`src/design/sha512_pkg.sv`:
```
// Shared types, constants and round functions for the SHA-512 hash core.
// No dependencies; every other design file refers to this package by scope.
package sha512_pkg;

    localparam int WORD_W      = 64;
    localparam int HASH_WORDS  = 8;
    localparam int CHUNK_WORDS = 16;
    localparam int ROUNDS      = 80;
    localparam int ROUND_W     = $clog2(ROUNDS);
    localparam int CNT_W       = $clog2(CHUNK_WORDS);
    localparam int OIDX_W      = $clog2(HASH_WORDS);

    localparam logic [ROUND_W-1:0] LAST_ROUND  = ROUND_W'(ROUNDS - 1);
    localparam logic [CNT_W-1:0]   LAST_SLOT   = CNT_W'(CHUNK_WORDS - 1);
    localparam logic [OIDX_W-1:0]  LAST_DIGEST = OIDX_W'(HASH_WORDS - 1);

    typedef logic [WORD_W-1:0] t_word;
    typedef t_word [HASH_WORDS-1:0] t_hash;

    typedef struct packed {
        t_word message_word;
        logic  start_message;
        logic  last_word;
    } t_in;

    typedef struct packed {
        t_word digest_word;
        logic  final_word;
        logic  length_error;
    } t_out;

    typedef enum logic [2:0] {
        S_IDLE,
        S_COMP,
        S_ADD,
        S_OUT,
        S_ERR
    } t_state;

    typedef struct packed {
        logic word_en;
        logic round_en;
    } t_sched_ctl;

    typedef struct packed {
        logic                init;
        logic                step;
        logic [ROUND_W-1:0]  idx;
    } t_round_ctl;

    // Element 0 is H0.
    localparam t_hash INIT_HASH = {
        64'h5be0cd19137e2179, 64'h1f83d9abfb41bd6b,
        64'h9b05688c2b3e6c1f, 64'h510e527fade682d1,
        64'ha54ff53a5f1d36f1, 64'h3c6ef372fe94f82b,
        64'hbb67ae8584caa73b, 64'h6a09e667f3bcc908
    };

    function automatic t_word rotr(input t_word x, input int unsigned n);
        rotr = (x >> n) | (x << (WORD_W - n));
    endfunction

    function automatic t_word big_sigma0(input t_word x);
        big_sigma0 = rotr(x, 28) ^ rotr(x, 34) ^ rotr(x, 39);
    endfunction

    function automatic t_word big_sigma1(input t_word x);
        big_sigma1 = rotr(x, 14) ^ rotr(x, 18) ^ rotr(x, 41);
    endfunction

    function automatic t_word small_sigma0(input t_word x);
        small_sigma0 = rotr(x, 1) ^ rotr(x, 8) ^ (x >> 7);
    endfunction

    function automatic t_word small_sigma1(input t_word x);
        small_sigma1 = rotr(x, 19) ^ rotr(x, 61) ^ (x >> 6);
    endfunction

    function automatic t_word round_k(input logic [ROUND_W-1:0] idx);
        unique case (idx)
            7'd0:  round_k = 64'h428a2f98d728ae22;
            7'd1:  round_k = 64'h7137449123ef65cd;
            7'd2:  round_k = 64'hb5c0fbcfec4d3b2f;
            7'd3:  round_k = 64'he9b5dba58189dbbc;
            7'd4:  round_k = 64'h3956c25bf348b538;
            7'd5:  round_k = 64'h59f111f1b605d019;
            7'd6:  round_k = 64'h923f82a4af194f9b;
            7'd7:  round_k = 64'hab1c5ed5da6d8118;
            7'd8:  round_k = 64'hd807aa98a3030242;
            7'd9:  round_k = 64'h12835b0145706fbe;
            7'd10: round_k = 64'h243185be4ee4b28c;
            7'd11: round_k = 64'h550c7dc3d5ffb4e2;
            7'd12: round_k = 64'h72be5d74f27b896f;
            7'd13: round_k = 64'h80deb1fe3b1696b1;
            7'd14: round_k = 64'h9bdc06a725c71235;
            7'd15: round_k = 64'hc19bf174cf692694;
            7'd16: round_k = 64'he49b69c19ef14ad2;
            7'd17: round_k = 64'hefbe4786384f25e3;
            7'd18: round_k = 64'h0fc19dc68b8cd5b5;
            7'd19: round_k = 64'h240ca1cc77ac9c65;
            7'd20: round_k = 64'h2de92c6f592b0275;
            7'd21: round_k = 64'h4a7484aa6ea6e483;
            7'd22: round_k = 64'h5cb0a9dcbd41fbd4;
            7'd23: round_k = 64'h76f988da831153b5;
            7'd24: round_k = 64'h983e5152ee66dfab;
            7'd25: round_k = 64'ha831c66d2db43210;
            7'd26: round_k = 64'hb00327c898fb213f;
            7'd27: round_k = 64'hbf597fc7beef0ee4;
            7'd28: round_k = 64'hc6e00bf33da88fc2;
            7'd29: round_k = 64'hd5a79147930aa725;
            7'd30: round_k = 64'h06ca6351e003826f;
            7'd31: round_k = 64'h142929670a0e6e70;
            7'd32: round_k = 64'h27b70a8546d22ffc;
            7'd33: round_k = 64'h2e1b21385c26c926;
            7'd34: round_k = 64'h4d2c6dfc5ac42aed;
            7'd35: round_k = 64'h53380d139d95b3df;
            7'd36: round_k = 64'h650a73548baf63de;
            7'd37: round_k = 64'h766a0abb3c77b2a8;
            7'd38: round_k = 64'h81c2c92e47edaee6;
            7'd39: round_k = 64'h92722c851482353b;
            7'd40: round_k = 64'ha2bfe8a14cf10364;
            7'd41: round_k = 64'ha81a664bbc423001;
            7'd42: round_k = 64'hc24b8b70d0f89791;
            7'd43: round_k = 64'hc76c51a30654be30;
            7'd44: round_k = 64'hd192e819d6ef5218;
            7'd45: round_k = 64'hd69906245565a910;
            7'd46: round_k = 64'hf40e35855771202a;
            7'd47: round_k = 64'h106aa07032bbd1b8;
            7'd48: round_k = 64'h19a4c116b8d2d0c8;
            7'd49: round_k = 64'h1e376c085141ab53;
            7'd50: round_k = 64'h2748774cdf8eeb99;
            7'd51: round_k = 64'h34b0bcb5e19b48a8;
            7'd52: round_k = 64'h391c0cb3c5c95a63;
            7'd53: round_k = 64'h4ed8aa4ae3418acb;
            7'd54: round_k = 64'h5b9cca4f7763e373;
            7'd55: round_k = 64'h682e6ff3d6b2b8a3;
            7'd56: round_k = 64'h748f82ee5defb2fc;
            7'd57: round_k = 64'h78a5636f43172f60;
            7'd58: round_k = 64'h84c87814a1f0ab72;
            7'd59: round_k = 64'h8cc702081a6439ec;
            7'd60: round_k = 64'h90befffa23631e28;
            7'd61: round_k = 64'ha4506cebde82bde9;
            7'd62: round_k = 64'hbef9a3f7b2c67915;
            7'd63: round_k = 64'hc67178f2e372532b;
            7'd64: round_k = 64'hca273eceea26619c;
            7'd65: round_k = 64'hd186b8c721c0c207;
            7'd66: round_k = 64'heada7dd6cde0eb1e;
            7'd67: round_k = 64'hf57d4f7fee6ed178;
            7'd68: round_k = 64'h06f067aa72176fba;
            7'd69: round_k = 64'h0a637dc5a2c898a6;
            7'd70: round_k = 64'h113f9804bef90dae;
            7'd71: round_k = 64'h1b710b35131c471b;
            7'd72: round_k = 64'h28db77f523047d84;
            7'd73: round_k = 64'h32caab7b40c72493;
            7'd74: round_k = 64'h3c9ebe0a15c9bebc;
            7'd75: round_k = 64'h431d67c49c100d4c;
            7'd76: round_k = 64'h4cc5d4becb3e42b6;
            7'd77: round_k = 64'h597f299cfc657e2a;
            7'd78: round_k = 64'h5fcb6fab3ad6faec;
            7'd79: round_k = 64'h6c44198c4a475817;
            default: round_k = '0;
        endcase
    endfunction

endpackage

```
`src/design/sha512_sched.sv`:
```
// Message schedule for the SHA-512 hash core: a 16-word shift line.
// Depends on sha512_pkg for word types and the small sigma functions.
module sha512_sched (
    input  logic                   i_clk,
    input  sha512_pkg::t_sched_ctl i_ctl,
    input  sha512_pkg::t_word      i_word,
    output sha512_pkg::t_word      o_w
);

    // r_w[0] holds the oldest word, which is W[t] of the running round.
    sha512_pkg::t_word r_w [sha512_pkg::CHUNK_WORDS];
    sha512_pkg::t_word n_new;

    always_comb begin
        n_new = r_w[0] + sha512_pkg::small_sigma0(r_w[1]) + r_w[9]
              + sha512_pkg::small_sigma1(r_w[14]);
    end

    always_ff @(posedge i_clk) begin
        if (i_ctl.word_en || i_ctl.round_en) begin
            for (int i = 0; i < sha512_pkg::CHUNK_WORDS - 1; i++) begin
                r_w[i] <= r_w[i+1];
            end
            r_w[sha512_pkg::CHUNK_WORDS-1] <= i_ctl.word_en ? i_word : n_new;
        end
    end

    assign o_w = r_w[0];

endmodule

```
`config.mk`:
```
export PLATFORM = sky130hd
export DESIGN_NAME = sha512_sched
export DESIGN_NICKNAME = d
export VERILOG_FILES = /design/src/design/sha512_pkg.sv /design/src/design/sha512_sched.sv
export SDC_FILE = /design/constraint.sdc
export NUM_CORES = 1
export LEC_CHECK = 0
export BUFFER_PORTS_ARGS = -buffer_cell sky130_fd_sc_hd__buf_2
export CAP_MARGIN = 5
export CELL_PAD_IN_SITES_DETAIL_PLACEMENT = 1
export CELL_PAD_IN_SITES_GLOBAL_PLACEMENT = 2
export CORE_ASPECT_RATIO = 0.8
export CORE_MARGIN = 8
export CORE_UTILIZATION = 51
export DETAILED_ROUTE_END_ITERATION = 8
export PLACE_DENSITY = 0.87
export REMOVE_ABC_BUFFERS = 1
export SYNTH_ARGS = -nofsm -noshare
export SYNTH_HDL_FRONTEND = slang
export SYNTH_SLANG_ARGS = --single-unit
```
`constraint.sdc`:
```
create_clock -name i_clk -period 35.9 [get_ports i_clk]
set_clock_uncertainty 0.1 [all_clocks]
set_input_delay 7.18 -clock i_clk [delete_from_list [all_inputs] [get_ports i_clk]]
set_output_delay 7.18 -clock i_clk [all_outputs]
set_load 0.01 [all_outputs]
```
# --- Word level (Yosys, flattened, before mapping) ---
# Memories as Yosys holds them, arrays and structs flattened.
# Cells that the tools add are included.
word_totals:
  register_bits: 0
  ram_bits: 1024
  in_bits: 67
  mem_count: 1
  elab_cells: 16
  output_inout_bits: 64
mem_list:
  columns: ["name", "depth", "width", "rd", "rd_ports_with_merged_regs", "write_ports", "line_no", "rtl"]
  rows:
  - ["r_w", 16, 64, 16, 0, 16, "sha512_sched.sv:11", "sha512_pkg::t_word r_w [sha512_pkg::CHUNK_WORDS];"]
op_classes:
  addsub: 3
  n_bitwise: 8
  mux: 3
  reduce_logical: 1
op_table:
  columns: ["op", "count"]
  rows:
  - ["64-bit adder", 3]
  - ["64-bit bitwise XOR", 2]
  - ["64-bit 2-to-1 mux", 1]
  - ["3-bit by 64-bit bitwise OR with 64-bit output", 1]
  - ["45-bit by 64-bit bitwise OR with 64-bit output", 1]
  - ["56-bit by 64-bit bitwise OR with 64-bit output", 1]
  - ["63-bit by 64-bit bitwise OR with 64-bit output", 1]
  - ["64-bit by 57-bit bitwise XOR with 64-bit output", 1]
  - ["64-bit by 58-bit bitwise XOR with 64-bit output", 1]
  - ["1-bit 2-to-1 mux", 2]
  - ["1-bit logical OR", 1]

# --- Logic depth before layout (Yosys ltp) ---
depth:
  ltp_word: 7
  ltp_mapped: 19
  depth_no_buf: 19

# --- Worst setup path after synthesis ---
# OpenSTA, ideal clock, no wires.
synth_timing:
  path_type: "input -> register"
  start: "in i_ctl[1] in the netlist's numbering"
  end: "mem r_w[0][0] in the netlist's numbering (enable)"
  arrival_time_ps: 19912
  required_ps: 34821
  path_stages: 3
  setup_time_ps: 979
  path_buffers: 2
  path_slack_ps: 14909
  cell_sequence: "clkbuf_1 -> clkbuf_1 -> or2_2"
synth_rtl:
  columns: ["element", "line_no", "rtl"]
  rows:
  - ["start, declared", "sha512_sched.sv:5", "input sha512_pkg::t_sched_ctl i_ctl,"]
  - ["end, declared", "sha512_sched.sv:11", null]

==> impl_results.rst <==
.. list-table::
   :header-rows: 1

   * - Metric
     - Value
   * - CTS tree
     - done
   * - Initial cell density of the core
     - 51.4%
   * - Final setup TNS
     - 0 ns
   * - Max Fclk
     - 0.102 GHz
   * - RSZ-0062 raised after global routing
     - false
   * - Total length of routed met3 wires
     - 6650 um
   * - CP Cell Sequence
     - buf_4 -> or2_4 -> buf_4 -> buf_4
   * - Congestion Overflow GR
     - 0
   * - Stages on the worst setup path
     - 4
   * - Share of layout cells above drive strength 1
     - 11.9%
   * - Mapped cell area
     - 0.0414 mm2
   * - Sinks on the clock net
     - 1,024
   * - Antenna violations before repair
     - 4
   * - Place WS
     - 25.41 ns
   * - Clock transition at the registers of the reported paths
     - 0.06 ns
   * - EDFF count, synth
     - 1,024
   * - Clock tree buffer depth
     - 3
   * - Pre-antenna DRT Iters
     - 5
   * - Top Layer Used
     - met4
   * - Final Wtd Congestion
     - 0.893
   * - Detailed-routed wire length on met2
     - 46,300 um
   * - Slew headroom
     - 13.7%
   * - Dominant cell type by area after synthesis
     - edfxtp_1
   * - Register bit count reported by yosys
     - 1,024
   * - Global-route wire length before repair
     - 142,000 um
   * - DRC violations left
     - 0
   * - Metal-1 WL
     - 41,100 um
   * - Number of H-tree levels
     - 3
   * - Yosys warning count
     - 0
   * - Signed area change from the synthesized netlist to the final layout
     - 11.5%
   * - Crit share post-route
     - 27.2%
   * - Most numerous cell types in the synthesized netlist
     - edfxtp_1 (1,024), inv_1 (271), xnor2_1 (263)
   * - Number of buffers created by CTS
     - 100
   * - Boundary pin count
     - 131
   * - Count of vias placed by the detailed router
     - 20,247
   * - Buf+Inv Stages, Crit Path
     - 3
   * - Worst-path fanout max
     - 90
   * - Core Footprint
     - 0.0804 mm2
   * - Slowest stage cell on the critical path
     - buf_4
   * - Aggregate global-route resource usage
     - 21.4%
   * - Required time of the worst setup path
     - 36.09 ns
   * - Input/output buffers
     - 130
   * - Part of the Yosys area used for sequential elements
     - 74.3%
   * - Outcome
     - completed
   * - Transition time at the pin with the least slew margin
     - 1.29 ns
   * - Cells after Synth
     - 2,409
   * - Setup bufs post-CTS
     - 0
   * - Number of nets with antenna violations after detailed routing
     - 0
   * - Number of gates resized after CTS
     - 0
   * - Most instantiated flip-flop cell in the synthesis netlist
     - edfxtp_1
   * - Later-pin clock latency in the skew report
     - 0.68 ns
   * - Cell family with the largest share of critical-path delay
     - buffers and inverters
   * - Kind of critical path
     - input pin to register
   * - Cts-stage hold buffer count
     - 0
   * - Minimum setup slack in the final design
     - 26.14 ns
   * - # nets final
     - 2,807
   * - Path type of the worst min-delay path
     - register to register
   * - Final routed wirelength across all metal layers
     - 97,100 um
   * - Syn_area_per_cell
     - 17.2 um2
   * - Ratio of routed vias to standard cells
     - 5.43
   * - Biggest cell delay along the critical path
     - 0.97 ns
   * - Worst Reg2Reg Path Length in Cells
     - 15
   * - Total setup violations reported at the end of the flow
     - 0
   * - Maximum number of pins on one net before global-route repair
     - 204
   * - Floorplan die area
     - 0.0905 mm2
   * - Share of async-settable or async-resettable flops after synthesis
     - 0%
   * - Routed length per placed instance
     - 26.0 um
   * - Cell occurring most often along the worst timing path
     - buf_4
   * - Type of element capturing the critical path
     - register
   * - Placed wire-length estimate
     - 68,300 um
   * - Worst hold stages
     - 0
   * - Count of antenna diodes in the layout
     - 0
   * - Height of the chip
     - 271 um
   * - Final-report max-slew violation count
     - 0
   * - Hold violation count in the final report
     - 0
   * - Final design utilization
     - 57.4%
   * - Most flops, register
     - r_w
   * - Die outline width
     - 334 um
   * - Startpoint kind of the worst setup timing path
     - input pin
   * - Arrival @ worst endpoint
     - 9.95 ns
   * - Area contributors post-synth
     - edfxtp_1 (74%), fa_1 (6.1%), xnor2_1 (5.6%)
   * - Synth top area share
     - 74.3%
   * - Placement row count
     - 93
   * - Max Cap Violations
     - 0
   * - Clk root buf
     - clkbuf_16
   * - Shortest period the worst path allows
     - 9.76 ns
   * - Via count of the first global-routing pass
     - 21,331
   * - Largest register FFs
     - 1,024
   * - Largest registers ranked by flip-flop count
     - r_w x1024
   * - Most frequently used cell type in the post-synthesis netlist
     - edfxtp_1
   * - Distinct cells, synth
     - 71
   * - Iteration-0 DRC count of the detailed router
     - 2,083
-- routing by layer --
layer	up-vias	GRT usage, %
met1	10572	29.8
li1	8823	-
met2	690	34.1
met3	162	4.06
met5	-	0
met4	0	6.84
-- worst reg2reg max path, stage by stage (launching register included) --
cell and delay (ns):
edfxtp_1 0.56, xnor2_1 0.25, xnor2_1 0.42, fa_1 0.52
fa_1 0.49, ha_1 0.40, a21oi_1 0.42, o211ai_1 0.29
o21a_1 0.27, o2111ai_1 0.41, a21oi_1 0.24, o2111ai_1 0.58
nand3_1 0.31, a21boi_1 0.33, xor2_1 0.41, o21ai_0 0.13
-- cells in the final DEF, fill, tap and decap left out, drive strengths merged, types with 10 or more instances in the layout --
| cell type | count |
|---|---|
| a21o | 40 |
| ha | 63 |
| clkbuf | 120 |
| nor3 | 15 |
| o21bai | 12 |
| nand3 | 14 |
| nand4 | 15 |
| bufinv | 11 |
| nand2 | 108 |
| xor2 | 38 |
| fa | 126 |
| nor2 | 46 |
| clkinv | 41 |
| buf | 140 |
| a31oi | 10 |
| inv | 277 |
| o21ai | 91 |
| a21oi | 65 |
| edfxtp | 1024 |
| xnor2 | 263 |
-- path summary, 6_finish.rpt --
check,startpoint,endpoint,slack [ns]
max reg2reg,r_w[1][399]$_DFFE_PP_,r_w[1][501]$_DFFE_PP_,29.49
min reg2reg,r_w[1][37]$_DFFE_PP_,r_w[0][485]$_DFFE_PP_,0.31
min,r_w[1][37]$_DFFE_PP_,r_w[0][485]$_DFFE_PP_,0.31
max,i_ctl[1],r_w[0][404]$_DFFE_PP_,26.14
-- per-stage QoR --
step,area [um2],hold WS (ns),instances
2_1_floorplan,40700,0.300,2309
3_3_place_gp,42900,0.300,3541
3_5_place_dp,42900,0.305,3541
4_1_cts,46100,0.315,3728
5_1_grt,46100,0.315,3728
6_report,46100,0.309,3728
-- logic make-up after synthesis --
logic type | Yosys count | synth area share (%)
DFF | 1024 | 74.3
buffers and inverters | 371 | 4.02
xor gates and xnor gates | 301 | 6.37
AOI/OAI and AO/OA | 278 | 4.35
and+or+nand+nor | 240 | 2.76
adders and majority gates | 189 | 8.00
muxes | 6 | 0.160
-- final cells by class --
type	count	area, um2
clock buffer	120	2580
clock inverter	67	699
fill	7180	34300
inverter	271	1020
multi-input combinational	1014	8950
sequential	1024	30700
tap	1092	1370
timing repair buffer	140	766
Power is not shown: default switching activity piles up to over one toggle a cycle in this logic, so the estimate is an artifact.
